<file path="src/design/gf3_pkg.sv">
`timescale 1ns / 1ps
`default_nettype none
// ----------------------------------------------------------------------------
// gf3_pkg
// Shared types and constants of the 3x3 Gaussian RGB filter.
// ----------------------------------------------------------------------------
package gf3_pkg;

    localparam int NUM_CH      = 3;
    localparam int WINDOW_SIDE = 3;
    localparam int NUM_TAPS    = WINDOW_SIDE * WINDOW_SIDE;
    localparam int TAP_W       = 4;
    localparam int WEIGHT_W    = 4;
    localparam int SUM_W       = 16;
    localparam int CFG_IDX_W   = 2;

    localparam logic [TAP_W-1:0] TAP_LAST   = TAP_W'(NUM_TAPS - 1);
    localparam logic [TAP_W-1:0] TAP_CENTER = TAP_W'(NUM_TAPS / 2);

    // bus commands
    localparam logic [1:0] FUNC_READ  = 2'd0;
    localparam logic [1:0] FUNC_WRITE = 2'd1;

    // register addresses
    localparam logic [1:0] REG_DATA  = 2'd0;
    localparam logic [1:0] REG_CHECK = 2'd1;

    // configuration register indexes
    localparam logic [CFG_IDX_W-1:0] CFG_CORNER = 2'd0;
    localparam logic [CFG_IDX_W-1:0] CFG_EDGE   = 2'd1;
    localparam logic [CFG_IDX_W-1:0] CFG_CENTER = 2'd2;

    typedef enum logic [2:0] {
        OP_NONE,
        OP_POP,
        OP_CHECK,
        OP_FEED,
        OP_ERROR
    } t_op;

    typedef struct packed {
        logic [1:0] func;
        logic [1:0] reg_select;
        logic [7:0] pixel_red;
        logic [7:0] pixel_green;
        logic [7:0] pixel_blue;
        logic       enable_red;
        logic       enable_green;
        logic       enable_blue;
    } t_in_req;

    typedef struct packed {
        logic [7:0] read_red;
        logic [7:0] read_green;
        logic [7:0] read_blue;
        logic [4:0] pending_count;
        logic       response_error;
        logic       result_missing;
    } t_out_rsp;

    typedef struct packed {
        t_op        op;
        logic [7:0] pixel_red;
        logic [7:0] pixel_green;
        logic [7:0] pixel_blue;
        logic       enable_red;
        logic       enable_green;
        logic       enable_blue;
    } t_cmd;

    typedef struct packed {
        logic valid;
        t_cmd cmd;
    } t_cmd_chan;

endpackage
`default_nettype wire

</file>
<file path="src/design/gf3_front.sv">
`timescale 1ns / 1ps
`default_nettype none
// ----------------------------------------------------------------------------
// gf3_front
// Takes bus requests, decodes them into operations and holds them in a
// two-entry command queue for the execution side.
// ----------------------------------------------------------------------------
module gf3_front (
    input  wire logic               i_clk,
    input  wire logic               i_rst_n,
    input  wire logic               i_valid,
    output logic                    o_stall,
    input  wire gf3_pkg::t_in_req   i_req,
    output gf3_pkg::t_cmd_chan      o_cmd,
    input  wire logic               i_pop
);

    gf3_pkg::t_cmd r_q [2];
    logic          r_wr_ptr;
    logic          r_rd_ptr;
    logic [1:0]    r_count;
    gf3_pkg::t_cmd w_dec;
    logic          w_push;
    logic          w_pop;

    always_comb begin
        w_dec.pixel_red    = i_req.pixel_red;
        w_dec.pixel_green  = i_req.pixel_green;
        w_dec.pixel_blue   = i_req.pixel_blue;
        w_dec.enable_red   = i_req.enable_red;
        w_dec.enable_green = i_req.enable_green;
        w_dec.enable_blue  = i_req.enable_blue;
        priority if (i_req.func == gf3_pkg::FUNC_READ) begin
            priority if (i_req.reg_select == gf3_pkg::REG_DATA) begin
                w_dec.op = gf3_pkg::OP_POP;
            end else if (i_req.reg_select == gf3_pkg::REG_CHECK) begin
                w_dec.op = gf3_pkg::OP_CHECK;
            end else begin
                w_dec.op = gf3_pkg::OP_NONE;
            end
        end else if (i_req.func == gf3_pkg::FUNC_WRITE) begin
            w_dec.op = (i_req.reg_select == gf3_pkg::REG_DATA) ? gf3_pkg::OP_FEED
                                                               : gf3_pkg::OP_NONE;
        end else begin
            w_dec.op = gf3_pkg::OP_ERROR;
        end
    end

    assign o_stall     = (r_count == 2'd2);
    assign w_push      = i_valid && !o_stall;
    assign w_pop       = i_pop && (r_count != 2'd0);
    assign o_cmd.valid = (r_count != 2'd0);
    assign o_cmd.cmd   = r_q[r_rd_ptr];

    always_ff @(posedge i_clk) begin
        if (!i_rst_n) begin
            r_wr_ptr <= 1'b0;
            r_rd_ptr <= 1'b0;
            r_count  <= 2'd0;
        end else begin
            if (w_push) begin
                r_wr_ptr <= !r_wr_ptr;
            end
            if (w_pop) begin
                r_rd_ptr <= !r_rd_ptr;
            end
            r_count <= r_count + {1'b0, w_push} - {1'b0, w_pop};
        end
    end

    always_ff @(posedge i_clk) begin
        if (w_push) begin
            r_q[r_wr_ptr] <= w_dec;
        end
    end

endmodule
`default_nettype wire

</file>
<file path="src/design/gf3_back.sv">
`timescale 1ns / 1ps
`default_nettype none
// ----------------------------------------------------------------------------
// gf3_back
// Executes decoded commands: per-channel weighted accumulation, result
// queues and the registered response.
// ----------------------------------------------------------------------------
module gf3_back #(
    parameter int QUEUE_DEPTH = 16
) (
    input  wire logic                             i_clk,
    input  wire logic                             i_rst_n,
    input  wire gf3_pkg::t_cmd_chan               i_cmd,
    output logic                                  o_pop,
    input  wire logic                             i_cfg_we,
    input  wire logic [gf3_pkg::CFG_IDX_W-1:0]    i_cfg_index,
    input  wire logic [gf3_pkg::WEIGHT_W-1:0]     i_cfg_data,
    output logic                                  o_valid,
    input  wire logic                             i_stall,
    output gf3_pkg::t_out_rsp                     o_rsp
);

    localparam int PTR_W  = $clog2(QUEUE_DEPTH);
    localparam int FILL_W = $clog2(QUEUE_DEPTH + 1);

    logic [gf3_pkg::WEIGHT_W-1:0] r_corner;
    logic [gf3_pkg::WEIGHT_W-1:0] r_edge;
    logic [gf3_pkg::WEIGHT_W-1:0] r_center;

    logic       r_out_valid;
    logic [4:0] r_pending;
    logic       r_error;
    logic       r_missing;

    logic       w_fire;
    logic       w_pop_op;
    logic       w_feed;
    logic [7:0] w_pix     [gf3_pkg::NUM_CH];
    logic       w_en      [gf3_pkg::NUM_CH];
    logic       w_empty   [gf3_pkg::NUM_CH];
    logic [7:0] w_rd_data [gf3_pkg::NUM_CH];
    logic [4:0] w_red_fill;

    assign w_fire   = i_cmd.valid && (!r_out_valid || !i_stall);
    assign w_pop_op = w_fire && (i_cmd.cmd.op == gf3_pkg::OP_POP);
    assign w_feed   = w_fire && (i_cmd.cmd.op == gf3_pkg::OP_FEED);
    assign o_pop    = w_fire;

    always_comb begin
        w_pix[0] = i_cmd.cmd.pixel_red;
        w_pix[1] = i_cmd.cmd.pixel_green;
        w_pix[2] = i_cmd.cmd.pixel_blue;
        w_en[0]  = i_cmd.cmd.enable_red;
        w_en[1]  = i_cmd.cmd.enable_green;
        w_en[2]  = i_cmd.cmd.enable_blue;
    end

    for (genvar ch = 0; ch < gf3_pkg::NUM_CH; ch++) begin : g_ch
        logic [gf3_pkg::SUM_W-1:0]    r_sum;
        logic [gf3_pkg::TAP_W-1:0]    r_tap;
        logic [FILL_W-1:0]            r_fill;
        logic [PTR_W-1:0]             r_head;
        logic [PTR_W-1:0]             r_tail;
        logic [7:0]                   r_mem [QUEUE_DEPTH];
        logic [7:0]                   r_rd;
        logic [gf3_pkg::WEIGHT_W-1:0] w_weight;
        logic [11:0]                  w_prod;
        logic [gf3_pkg::SUM_W-1:0]    w_nsum;
        logic                         w_last;
        logic                         w_feed_ch;
        logic                         w_push;
        logic                         w_pop_ch;

        // odd taps of the 3x3 window are the edge neighbors
        assign w_weight  = (r_tap == gf3_pkg::TAP_CENTER) ? r_center :
                           r_tap[0]                       ? r_edge   : r_corner;
        assign w_prod    = 12'(w_pix[ch]) * 12'(w_weight);
        assign w_nsum    = r_sum + gf3_pkg::SUM_W'(w_prod);
        assign w_last    = (r_tap == gf3_pkg::TAP_LAST);
        assign w_feed_ch = w_feed && w_en[ch];
        // a full queue drops the finished result
        assign w_push    = w_feed_ch && w_last && (r_fill != FILL_W'(QUEUE_DEPTH));
        assign w_pop_ch  = w_pop_op && (r_fill != '0);

        assign w_empty[ch]   = (r_fill == '0);
        assign w_rd_data[ch] = r_rd;

        always_ff @(posedge i_clk) begin
            if (!i_rst_n) begin
                r_sum  <= '0;
                r_tap  <= '0;
                r_fill <= '0;
                r_head <= '0;
                r_tail <= '0;
            end else begin
                if (w_feed_ch) begin
                    if (w_last) begin
                        r_sum <= '0;
                        r_tap <= '0;
                    end else begin
                        r_sum <= w_nsum;
                        r_tap <= r_tap + gf3_pkg::TAP_W'(1);
                    end
                end
                if (w_push) begin
                    r_tail <= (r_tail == PTR_W'(QUEUE_DEPTH - 1)) ? '0
                                                                 : r_tail + PTR_W'(1);
                    r_fill <= r_fill + FILL_W'(1);
                end
                if (w_pop_ch) begin
                    r_head <= (r_head == PTR_W'(QUEUE_DEPTH - 1)) ? '0
                                                                 : r_head + PTR_W'(1);
                    r_fill <= r_fill - FILL_W'(1);
                end
            end
        end

        // sum / 16, low byte kept
        always_ff @(posedge i_clk) begin
            if (w_push) begin
                r_mem[r_tail] <= w_nsum[11:4];
            end
            if (w_fire) begin
                r_rd <= w_pop_ch ? r_mem[r_head] : 8'd0;
            end
        end

        if (ch == 0) begin : g_red_fill
            assign w_red_fill = 5'(r_fill);
        end
    end

    always_ff @(posedge i_clk) begin
        if (!i_rst_n) begin
            r_corner    <= 4'd1;
            r_edge      <= 4'd2;
            r_center    <= 4'd4;
            r_out_valid <= 1'b0;
        end else begin
            if (i_cfg_we) begin
                unique case (i_cfg_index)
                    gf3_pkg::CFG_CORNER: r_corner <= i_cfg_data;
                    gf3_pkg::CFG_EDGE:   r_edge   <= i_cfg_data;
                    gf3_pkg::CFG_CENTER: r_center <= i_cfg_data;
                    default: ;
                endcase
            end
            if (w_fire) begin
                r_out_valid <= 1'b1;
            end else if (!i_stall) begin
                r_out_valid <= 1'b0;
            end
        end
    end

    always_ff @(posedge i_clk) begin
        if (w_fire) begin
            r_pending <= (i_cmd.cmd.op == gf3_pkg::OP_CHECK) ? w_red_fill : 5'd0;
            r_error   <= (i_cmd.cmd.op == gf3_pkg::OP_ERROR);
            r_missing <= w_pop_op && (w_empty[0] || w_empty[1] || w_empty[2]);
        end
    end

    assign o_valid              = r_out_valid;
    assign o_rsp.read_red       = w_rd_data[0];
    assign o_rsp.read_green     = w_rd_data[1];
    assign o_rsp.read_blue      = w_rd_data[2];
    assign o_rsp.pending_count  = r_pending;
    assign o_rsp.response_error = r_error;
    assign o_rsp.result_missing = r_missing;

endmodule
`default_nettype wire

</file>
<file path="src/design/gaussian_3x3_rgb_filter_device.sv">
// Flow: an accepted request enters the front command queue; the back end
// executes it once the output register is free or being taken, and the
// response is registered. Throughput: one request per cycle while no stall
// is raised, set by the per-channel multiply-accumulate and one read port per result queue.
// Reset: synchronous, active low; clears accumulators, tap counters, queue
// pointers and fills, and loads weights 1/2/4. Queue storage is not cleared.
`timescale 1ns / 1ps
`default_nettype none
// ----------------------------------------------------------------------------
// gaussian_3x3_rgb_filter_device
// Bus-attached 3x3 Gaussian filter over red, green and blue channels.
// ----------------------------------------------------------------------------
module gaussian_3x3_rgb_filter_device #(
    parameter int QUEUE_DEPTH = 16
) (
    input  wire logic                             i_clk,
    input  wire logic                             i_rst_n,
    input  wire logic                             i_valid,
    output logic                                  o_stall,
    input  wire gf3_pkg::t_in_req                 i_req,
    output logic                                  o_valid,
    input  wire logic                             i_stall,
    output gf3_pkg::t_out_rsp                     o_rsp,
    input  wire logic                             i_cfg_we,
    input  wire logic [gf3_pkg::CFG_IDX_W-1:0]    i_cfg_index,
    input  wire logic [gf3_pkg::WEIGHT_W-1:0]     i_cfg_data
);

    gf3_pkg::t_cmd_chan w_cmd;
    logic               w_pop;

    gf3_front u_front (
        .i_clk   (i_clk),
        .i_rst_n (i_rst_n),
        .i_valid (i_valid),
        .o_stall (o_stall),
        .i_req   (i_req),
        .o_cmd   (w_cmd),
        .i_pop   (w_pop)
    );

    gf3_back #(
        .QUEUE_DEPTH (QUEUE_DEPTH)
    ) u_back (
        .i_clk       (i_clk),
        .i_rst_n     (i_rst_n),
        .i_cmd       (w_cmd),
        .o_pop       (w_pop),
        .i_cfg_we    (i_cfg_we),
        .i_cfg_index (i_cfg_index),
        .i_cfg_data  (i_cfg_data),
        .o_valid     (o_valid),
        .i_stall     (i_stall),
        .o_rsp       (o_rsp)
    );

`ifndef SYNTHESIS
    a_reset_clears_out: assert property (@(posedge i_clk)
        !i_rst_n |=> !o_valid)
        else $error("response valid after reset");

    a_accept_queued: assert property (@(posedge i_clk) disable iff (!i_rst_n)
        (i_valid && !o_stall) |=> w_cmd.valid)
        else $error("accepted request missing from command queue");

    a_stall_means_pending: assert property (@(posedge i_clk) disable iff (!i_rst_n)
        o_stall |-> w_cmd.valid)
        else $error("front stalls with empty command queue");

    a_pop_needs_slot: assert property (@(posedge i_clk) disable iff (!i_rst_n)
        (o_valid && i_stall) |-> !w_pop)
        else $error("command executed while response is held");
`endif

endmodule
`default_nettype wire
</file>
<file path="config.mk">
export PLATFORM = sky130hd
export DESIGN_NAME = gaussian_3x3_rgb_filter_device
export DESIGN_NICKNAME = d
export VERILOG_FILES = /design/src/design/gf3_pkg.sv /design/src/design/gf3_front.sv /design/src/design/gf3_back.sv /design/src/design/gaussian_3x3_rgb_filter_device.sv
export SDC_FILE = /design/constraint.sdc
export NUM_CORES = 1
export LEC_CHECK = 0
export ABC_AREA = 1
export BUFFER_PORTS_ARGS = -buffer_cell sky130_fd_sc_hd__buf_2
export CAP_MARGIN = 20
export CORE_UTILIZATION = 40
export CTS_CLUSTER_DIAMETER = 150
export DETAILED_ROUTE_END_ITERATION = 10
export HOLD_SLACK_MARGIN = 0.12
export REMOVE_ABC_BUFFERS = 1
export SLEW_MARGIN = 10
export SYNTH_ARGS = -nofsm -noshare
export SYNTH_HDL_FRONTEND = slang
export SYNTH_SLANG_ARGS = --single-unit
</file>
<file path="constraint.sdc">
create_clock -name i_clk -period 13.7 [get_ports i_clk]
set_input_delay 2.74 -clock i_clk [delete_from_list [all_inputs] [get_ports i_clk]]
set_output_delay 2.74 -clock i_clk [all_outputs]
set_load 0.02 [all_outputs]
</file>
==> impl_metrics.env, run 1 <==
export IMPL_clk_latency_ps=640
export IMPL_synth_xor_area_frac=0.0111
export IMPL_cp_start_kind="register"
export IMPL_clock_sinks=580
export IMPL_diodes=0
export IMPL_hp_class="register to register"
export IMPL_synth_top_family_by_area="simple AND/OR/NAND/NOR gates"
export IMPL_regArea_um2=16400
export IMPL_cts_resized=0
export IMPL_grt_pass1_vias=18600
export IMPL_r2r_end="u_back.g_ch[0].r_sum[9]$_SDFFE_PN0P_"
export IMPL_dp_final_hpwl_mm=41.5
export IMPL_ys_seq_area_frac=0.592
export IMPL_leakagePower_nw=12.1
export IMPL_ir_worst_vdd_mv=0.127
export IMPL_dr_first_iter_drc_count=1557
export IMPL_fp_dieH_um=265
export IMPL_synthDistinctLibCells=39
export IMPL_cap_violations=0
export IMPL_num_rows=96
export IMPL_clk_pin_slew_worst_paths_ps=60
export IMPL_hold_start="u_front.r_rd_ptr$_SDFFE_PN0P_"
export IMPL_fin_hold_ws_ps=452
export IMPL_synthCells=2688
export IMPL_fill_cells=6313
export IMPL_p_per_area_nw_per_um2=156
export IMPL_tightestPinTransition_ps=1080
export IMPL_hold_viol_final=0
export IMPL_grt_antenna_before_repair=0
export IMPL_synth_largest_area_cell="edfxtp_1"
export IMPL_ys_seq_elements=580
export IMPL_grt_pass1_wl_mm=100
export IMPL_drive_gt1_frac=0.0802
export IMPL_drc=0
export IMPL_via_per_inst=5.16
export IMPL_worstPathMaxFanout=40
export IMPL_r2r_slack_ps=8340
export IMPL_post_cts_buffers=0
export IMPL_hold_buffers=0
export IMPL_fp_dieArea_um2=70200
export IMPL_io_pins=75
export IMPL_nets=2940
export IMPL_tns_ps=0
export IMPL_die_x_um=265
export IMPL_io_buffers=74
export IMPL_design_area_um2=30800
export IMPL_fin_skew_ps=33.6
export IMPL_mostFrequentLayoutCells="edfxtp_1 (475), nor2_1 (467), nand2_1 (379)"
export IMPL_setup_violations_final=0
export IMPL_dpl_worst_slack_ps=8020
export IMPL_synth_compound_area_share=0.103
export IMPL_final_antenna_net_count=0
export IMPL_fin_ws_ps=8340
export IMPL_synth_top_cell_area_share=0.516
export IMPL_outcome="complete, no violations"
export IMPL_synthAdderAreaFrac=0.0881
export IMPL_vias=19000
export IMPL_gr_usage_all_layers=0.180
export IMPL_grt_max_degree=69
export IMPL_syn2layout_area_growth_pct=11.4
export IMPL_r2r_cells=20
export IMPL_core_area_um2=68500
export IMPL_max_slew_margin=0.278
export IMPL_clock_path_buffers=3
export IMPL_drt_total_wl_mm=62.8
export IMPL_fmax_ghz=0.186
export IMPL_cts_buffers=60
export IMPL_drv_slew=0
export IMPL_critical_path_required_ps=14250
export IMPL_cts_root_buf="clkbuf_16"
export IMPL_tritoncts="built"
export IMPL_finalCriticalPeriod_ps=5360
export IMPL_hold_depth=1
export IMPL_crit_arrival_ps=5910
export IMPL_synth_area_per_cell_um2=10.3
export IMPL_grt_overflow=0
export IMPL_gp_congestion=0.852
export IMPL_crit_path_end_kind="register"
export IMPL_synth_simple_gate_area_frac=0.146
export IMPL_multiInputGateArea_um2=9780
export IMPL_final_common_cell="edfxtp_1"
export IMPL_routedWlPerCell_um=17.1
export IMPL_synthTopCellsByArea="edfxtp_1 (52%), dfxtp_1 (7.6%), nor2_1 (6.4%)"
export IMPL_initial_core_util=0.404
export IMPL_worstSetupPathType="register to register"
export IMPL_synth_area_um2=27700
export IMPL_synthMuxAreaShare=0.00326
export IMPL_htreeDepth=2
export IMPL_post_route_period_util=0.392
export IMPL_dpl_cell_area_um2=28900
export IMPL_yosysWarnings=0
export IMPL_drt_pass1_iter_count=5
export IMPL_rsz0062_at_grt="false"
==> routing by layer <==
| layer | global-route usage | part of all wire | wire length, um | vias up |
|---|---|---|---|---|
| met5 | 0 | 0 | 0 | - |
| met1 | 0.254 | 0.46 | 29100 | 9147 |
| met2 | 0.289 | 0.46 | 29000 | 542 |
| met3 | 0.0225 | 0.055 | 3430 | 81 |
| met4 | 0.0522 | 0.021 | 1300 | 0 |
| li1 | - | - | - | 9181 |
==> worst max-delay path, cell delays in order, from the launching register on <==
cell,delay (ps)
dfxtp_2,900
inv_2,370
or2_2,380
o21ai_0,130
nor2_1,120
fa_1,510
fa_1,490
inv_1,50
fa_1,470
inv_1,40
ha_1,380
nand2_1,70
nand2_1,100
nand2_1,60
nand3_1,170
nand2_1,100
nand2_1,70
nand2_1,50
nand2_1,560
nand2_1,120
a21oi_1,150
==> worst max-delay path by stage <==
stage / end / depth (start not counted)
2_1_floorplan: u_back.g_ch[0].r_fill[4]$_SDFFE_PN0P_ / 15
3_3_place_gp: u_back.g_ch[1].r_fill[4]$_SDFFE_PN0P_ / 18
3_5_place_dp: u_back.g_ch[1].r_fill[4]$_SDFFE_PN0P_ / 18
4_1_cts: u_back.g_ch[2].r_mem[8][5]$_DFFE_PP_ / 16
5_1_grt: u_back.g_ch[2].r_sum[9]$_SDFFE_PN0P_ / 18
6_report: u_back.g_ch[0].r_sum[9]$_SDFFE_PN0P_ / 20
==> final cells by class <==
cell class              count  share of cell area
inverters                 307              0.0374
multi-input cells        1699               0.317
clock inverters            29             0.00889
well taps                 882              0.0358
clock buffers              82              0.0521
repair buffers             95              0.0173
flip-flops and latches    580               0.531
==> kinds of logic after synthesis <==
logic type               after synthesis
AO/OA/AOI/OAI                        516
XOR/XNOR                              35
adder cells (fa/ha/maj)              155
buffers and inverters                409
flip-flops                           580
multiplexers                           9
AND/OR/NAND/NOR                      984
==> where the power goes <==
part | total, mW | internal (mW) | switching [mW]
logic | 0.982 | 0.266 | 0.716
clock network | 1.57 | 0.895 | 0.680
registers | 2.26 | 2.22 | 0.0401
total | 4.81 | 3.38 | 1.44
==> cell usage after synthesis <==
cell type,number
nand2_2,8
a22oi_1,2
and2_1,5
o22ai_1,59
nor3_1,5
or2_0,1
nand3_1,72
xor2_1,29
buf_4,5
buf_2,6
buf_6,1
or2_1,2
a21oi_1,112
a21o_1,2
xnor2_1,6
edfxtp_1,475
a21boi_0,1
nand4_4,3
inv_2,4
nand2_1,379
dfxtp_1,105
inv_1,302
o21ai_0,253
nor2_1,469
o211ai_1,61
or2_2,14
nand2_4,4
ha_1,89
nor2_8,1
a31oi_1,14
clkinv_1,1
fa_1,66
clkbuf_1,88
mux2i_1,9
nand3b_1,7
nor2_4,4
o21ai_1,12
buf_1,2
nand4_1,10
==> state kept, by name, indices dropped and copies added, names as in the netlist, 5 cells and up, named ones only <==
register            count
u_back.g_ch.r_tail     12
u_back.g_ch.r_rd       24
u_back.r_pending        5
u_back.g_ch.r_head     12
u_front.r_q            60
u_back.g_ch.r_fill     15
u_back.g_ch.r_sum      36
u_back.g_ch.r_tap      12
u_back.g_ch.r_mem     384
==> metrics by stage <==
stage / util / total power [mW] / std cells
6_report: 0.450 / 4.81 / 3674
5_1_grt: 0.450 / 5.04 / 3674
4_1_cts: 0.449 / 4.84 / 3671
3_5_place_dp: 0.422 / 3.27 / 3560
3_3_place_gp: 0.422 / 3.24 / 3558
2_1_floorplan: - / 2.90 / 2586
Power figures use the tool's default switching activity.
==> run 2, diff against run 1 <==
==> constraint.sdc (replaced) <==
create_clock -name i_clk -period 4.5 [get_ports i_clk]
set_input_delay 0.9 -clock i_clk [delete_from_list [all_inputs] [get_ports i_clk]]
set_output_delay 0.9 -clock i_clk [all_outputs]
set_load 0.02 [all_outputs]
==> impl_metrics.env, run 2 (same netlist as run 1, synthesis figures left out) <==
export IMPL_fin_hold_ws_ps=442
export IMPL_ir_worst_vdd_mv=0.292
export IMPL_r2r_slack_ps=150
export IMPL_hold_depth=1
export IMPL_mostFrequentLayoutCells="edfxtp_1 (475), nor2_1 (449), nand2_1 (362)"
export IMPL_drv_slew=0
export IMPL_clock_path_buffers=3
export IMPL_clk_pin_slew_worst_paths_ps=60
export IMPL_drt_total_wl_mm=67.1
export IMPL_cts_buffers=61
export IMPL_syn2layout_area_growth_pct=17.5
export IMPL_gp_congestion=0.841
export IMPL_crit_path_end_kind="register"
export IMPL_tritoncts="built"
export IMPL_io_buffers=74
export IMPL_grt_overflow=0
export IMPL_critical_path_required_ps=5040
export IMPL_finalCriticalPeriod_ps=4350
export IMPL_grt_pass1_wl_mm=103
export IMPL_drc=0
export IMPL_max_slew_margin=0.306
export IMPL_fin_util=0.474
export IMPL_cap_violations=0
export IMPL_dr_first_iter_drc_count=1664
export IMPL_outcome="complete, no violations"
export IMPL_fp_dieH_um=265
export IMPL_cts_root_buf="clkbuf_16"
export IMPL_largest_register="u_back.g_ch.r_mem"
export IMPL_r2r_end="u_back.g_ch[0].r_sum[9]$_SDFFE_PN0P_"
export IMPL_routedWlPerCell_um=17.6
export IMPL_fmax_ghz=0.230
export IMPL_worstPathMaxFanout=6
export IMPL_dp_final_hpwl_mm=43.1
export IMPL_vias=19700
export IMPL_drt_pass1_iter_count=5
export IMPL_grt_max_degree=68
export IMPL_worstSetupPathType="register to register"
export IMPL_cp_start_kind="register"
export IMPL_p_per_area_nw_per_um2=488
export IMPL_r2r_cells=26
export IMPL_hp_class="register to register"
export IMPL_drive_gt1_frac=0.154
export IMPL_num_rows=96
export IMPL_post_route_period_util=0.967
export IMPL_hold_viol_final=0
export IMPL_grt_antenna_before_repair=0
export IMPL_die_x_um=265
export IMPL_core_area_um2=68500
export IMPL_hold_buffers=0
export IMPL_clk_latency_ps=620
export IMPL_diodes=0
export IMPL_crit_arrival_ps=4900
export IMPL_grt_pass1_vias=19000
export IMPL_clock_sinks=580
export IMPL_final_common_cell="edfxtp_1"
export IMPL_reg2reg_from="u_back.g_ch[0].r_tap[0]$_SDFFE_PN0P_"
export IMPL_leakagePower_nw=12.9
export IMPL_reg_largest_list="u_back.g_ch.r_mem x384, u_front.r_q x60, u_back.g_ch.r_sum x36"
export IMPL_initial_core_util=0.404
export IMPL_final_antenna_net_count=0
export IMPL_fin_skew_ps=15.7
export IMPL_gr_usage_all_layers=0.185
export IMPL_htreeDepth=2
export IMPL_nets=3066
export IMPL_io_pins=75
export IMPL_largest_register_ffs=384
export IMPL_fp_dieArea_um2=70200
export IMPL_setup_violations_final=0
export IMPL_tightestPinTransition_ps=1040
export IMPL_hold_start="u_front.r_rd_ptr$_SDFFE_PN0P_"
export IMPL_via_per_inst=5.17
## run 2: changes by cell type in the layout (fill, tap and decap cells not counted), moves of 9 or more
cell     before  now
buf_6         1   14
ha_4          0    9
nand2_1     379  362
nor2_2        1   18
nor2_1      467  449
ha_1         89   75
a21oi_1     112  102
nand2_2       8   22
buf_4        20  119
o21ai_2       0   11
## run 2: report_power, final
group | internal (mW) | leakage (nW) | switching (mW)
combinational | 1.36 | 6.53 | 2.50
sequential | 6.74 | 5.36 | 0.0786
clock | 3.09 | 1.02 | 2.09
total | 11.2 | 12.9 | 4.67
## run 2: repair_timing
item	CTS	global route
pin swaps	1	27
cloned	0	10
resized for setup	11	129
buffers inserted	2	21
setup endpoints to repair	162	388
## run 2: worst max-delay path by stage
| stage | startpoint | endpoint | cells after the start | slack (ps) |
|---|---|---|---|---|
| global route | u_back.g_ch[0].r_tap[0]$_SDFFE_PN0P_ | u_back.g_ch[0].r_sum[9]$_SDFFE_PN0P_ | 26 | -50 |
| global placement | u_back.g_ch[1].r_tap[0]$_SDFFE_PN0P_ | u_back.g_ch[1].r_mem[0][4]$_DFFE_PP_ | 17 | -10 |
| finish | u_back.g_ch[0].r_tap[0]$_SDFFE_PN0P_ | u_back.g_ch[0].r_sum[9]$_SDFFE_PN0P_ | 26 | 150 |
| floorplan | register | u_back.g_ch[0].r_sum[8]$_SDFFE_PN0P_ | 17 | -430 |
| detailed placement | u_back.g_ch[1].r_tap[0]$_SDFFE_PN0P_ | u_back.g_ch[1].r_mem[7][4]$_DFFE_PP_ | 17 | -150 |
| CTS | u_back.g_ch[0].r_tap[0]$_SDFFE_PN0P_ | u_back.g_ch[0].r_mem[4][6]$_DFFE_PP_ | 19 | 20 |
## run 2: per-stage QoR
step	setup WS [ps]	TNS, ps	total power [mW]	instance area [um^2]	std cells
floorplan	-428	-62480	8.82	27200	2586
global placement	-10.8	-159	10.1	29600	3655
detailed placement	-150	-8110	10.2	29600	3655
CTS	18.6	0	15.4	31700	3771
global route	-50.8	-983	16.6	32500	3802
finish	146	0	15.9	32500	3802
## run 2: critical path, cell delays in order (launching register included)
cell and delay (ps):
dfxtp_2 330, inv_2 50, ha_2 170, nand3b_1 110, buf_4 180, o211ai_1 80, o21ai_1 110, buf_4 190
nor2_4 90, fa_1 440, fa_1 510, inv_1 50, fa_1 470, inv_1 60, ha_4 270, buf_4 120
nand2_1 60, nor2_1 130, nand2_1 90, nand3_2 110, nand2_2 70, nand2_1 80, nand2_2 60, nand2_4 130
buf_8 150, nand2_1 50, a21oi_1 140
## run 2: area by class of cell
class                           instances  area, um^2
Fill cell                            6167       36000
Tap cell                              882        1100
Clock inverter                         37         438
Clock buffer                           77        1640
Sequential cell                       580       16400
Inverter                              307        1150
Multi-Input combinational cell       1703       10200
Timing Repair Buffer                  216        1580
## run 2: routing by layer
metal | up-vias | GRT usage | wire length (um)
met4 | 0 | 0.0486 | 1520
met3 | 101 | 0.0294 | 4140
met1 | 9532 | 0.262 | 30600
met2 | 574 | 0.296 | 30800
met5 | - | 0 | 0
li1 | 9462 | - | -
==> run 3, diff against run 2 <==
--- a/config.mk
+++ b/config.mk
@@ -8,10 +8,13 @@
 export ABC_AREA = 1
 export BUFFER_PORTS_ARGS = -buffer_cell sky130_fd_sc_hd__buf_2
 export CAP_MARGIN = 20
+export CELL_PAD_IN_SITES_DETAIL_PLACEMENT = 0
+export CELL_PAD_IN_SITES_GLOBAL_PLACEMENT = 1
 export CORE_UTILIZATION = 40
 export CTS_CLUSTER_DIAMETER = 150
 export DETAILED_ROUTE_END_ITERATION = 10
 export HOLD_SLACK_MARGIN = 0.12
+export PLACE_DENSITY_LB_ADDON = 0.1
 export REMOVE_ABC_BUFFERS = 1
 export SLEW_MARGIN = 10
 export SYNTH_ARGS = -nofsm -noshare
==> impl_metrics.env, run 3 (same netlist as run 1, synthesis figures left out) <==
export IMPL_initial_core_util=0.404
export IMPL_clock_sinks=580
export IMPL_use_met1=0.281
export IMPL_grt_antenna_before_repair=3
export IMPL_nets=3062
export IMPL_gp_congestion=0.831
export IMPL_hp_class="register to register"
export IMPL_clock_path_buffers=3
export IMPL_setup_violations_final=0
export IMPL_dr_first_iter_drc_count=1059
export IMPL_drive_gt1_frac=0.150
export IMPL_use_met2=0.319
export IMPL_worstPathMaxFanout=16
export IMPL_reg_largest_list="u_back.g_ch.r_mem x384, u_front.r_q x60, u_back.g_ch.r_sum x36"
export IMPL_use_met3=0.0280
export IMPL_rsz0062_at_grt="true"
export IMPL_worstSetupPathType="register to register"
export IMPL_tritoncts="built"
export IMPL_largest_register="u_back.g_ch.r_mem"
export IMPL_via_per_inst=5.07
export IMPL_fmax_ghz=0.230
export IMPL_r2r_slack_ps=140
export IMPL_core_area_um2=68500
export IMPL_fin_skew_ps=24.4
export IMPL_clk_latency_ps=600
export IMPL_p_per_area_nw_per_um2=493
export IMPL_cap_violations=0
export IMPL_grt_max_degree=68
export IMPL_busiest_layer="met2"
export IMPL_cts_root_buf="clkbuf_16"
export IMPL_drc=0
export IMPL_grt_pass1_vias=18700
export IMPL_drt_total_wl_mm=70.2
export IMPL_post_route_period_util=0.968
export IMPL_drt_pass1_iter_count=5
export IMPL_grt_overflow=0
export IMPL_dpl_cell_area_um2=29700
export IMPL_die_x_um=265
export IMPL_fp_dieArea_um2=70200
export IMPL_mostFrequentLayoutCells="edfxtp_1 (475), nor2_1 (448), nand2_1 (371)"
export IMPL_drv_slew=0
export IMPL_fin_cells=3800
export IMPL_outcome="complete, no violations"
export IMPL_fill_cells=6310
export IMPL_io_buffers=74
export IMPL_gr_usage_all_layers=0.200
export IMPL_num_rows=96
export IMPL_max_slew_margin=0.290
export IMPL_leakagePower_nw=12.9
export IMPL_io_pins=75
export IMPL_routedWlPerCell_um=18.5
export IMPL_crit_path_end_kind="register"
export IMPL_dpl_cell_count=3663
export IMPL_final_antenna_net_count=0
export IMPL_tns_ps=0
export IMPL_cp_start_kind="register"
export IMPL_clk_pin_slew_worst_paths_ps=60
export IMPL_diodes=0
export IMPL_vias=19300
export IMPL_grt_pass1_wl_mm=108
export IMPL_finalCriticalPeriod_ps=4360
export IMPL_crit_arrival_ps=4690
export IMPL_ir_worst_vdd_mv=0.271
export IMPL_critical_path_required_ps=4830
export IMPL_design_area_um2=32600
export IMPL_hold_viol_final=0
export IMPL_syn2layout_area_growth_pct=17.8
export IMPL_final_common_cell="edfxtp_1"
export IMPL_fp_dieH_um=265
export IMPL_largest_register_ffs=384
export IMPL_tightestPinTransition_ps=1060
export IMPL_htreeDepth=3
export IMPL_cts_buffers=66
export IMPL_dp_final_hpwl_mm=46.0
==> run 3: changes by cell type in the layout (fill, tap and decap cells not counted), moves of 4 or more <==
cell and change:
o21ai_4 +4, clkbuf_16 +5, nand2_2 -8, nand2_1 +9
ha_2 -5, clkbuf_8 +5, buf_12 +4, buf_6 -5
==> run 3: metrics by stage <==
step | setup WS, ps | hold slack [ps] | util | power, mW
2_1_floorplan | -428 | 425 | - | 8.82
3_3_place_gp | -59.2 | 432 | 0.434 | 10.3
3_5_place_dp | -134 | 439 | 0.434 | 10.3
4_1_cts | 9.92 | 445 | 0.467 | 15.8
5_1_grt | -33.9 | 471 | 0.476 | 16.8
6_report | 143 | 444 | 0.476 | 16.1
==> run 3: repair_timing <==
item | in CTS | in global routing
setup endpoints to repair | 107 | 366
resized for setup | 11 | 113
setup buffers | 5 | 8
pin swaps | 0 | 28
hold buffers | 0 | 0
gates cloned | 1 | 4
==> run 3: where the power goes <==
part | leakage (nW) | switching, mW | total (mW) | internal, mW
logic | 6.50 | 2.47 | 3.81 | 1.34
clock network | 1.08 | 2.20 | 5.44 | 3.24
registers | 5.36 | 0.0796 | 6.82 | 6.74
==> run 3: metal layers <==
metal  vias up  share of wire  wire length, um
li1       9443              -                -
met1      9358           0.47            33200
met5         -        0.00019               13
met3        96          0.042             2980
met4         2          0.025             1790
met2       374           0.46            32300
==> run 3: worst paths after layout <==
kind,to,depth (start not counted),start
max reg2reg,u_back.g_ch[2].r_mem[4][6]$_DFFE_PP_,21,u_back.g_ch[2].r_tap[0]$_SDFFE_PN0P_
min,register,1,u_front.r_rd_ptr$_SDFFE_PN0P_
max,u_back.g_ch[2].r_mem[4][6]$_DFFE_PP_,21,u_back.g_ch[2].r_tap[0]$_SDFFE_PN0P_
min reg2reg,register,1,u_front.r_rd_ptr$_SDFFE_PN0P_
==> run 3: layout make-up <==
cell class,count,area [um^2],share of cell area
clock buffer,87,1830,0.0562
clock inverter,34,368,0.0113
inverter,307,1150,0.0354
multi-input combinational,1699,10200,0.312
sequential,580,16400,0.503
tap,882,1100,0.0339
timing repair buffer,211,1570,0.0483
==> run 3: worst max-delay path, cell delays in order (launching register included) <==
cell and delay [ps]:
dfxtp_2 320, inv_2 70, ha_4 130, nand3b_1 210, buf_4 230, o21ai_4 180, buf_6 140, nor2_2 40
fa_1 530, fa_2 550, inv_1 50, fa_1 470, inv_1 60, ha_4 220, nand2_1 60, nand2_1 100
nand2_1 80, nand2_1 60, nor2_2 100, nand4_1 120, and2_4 190, buf_12 140
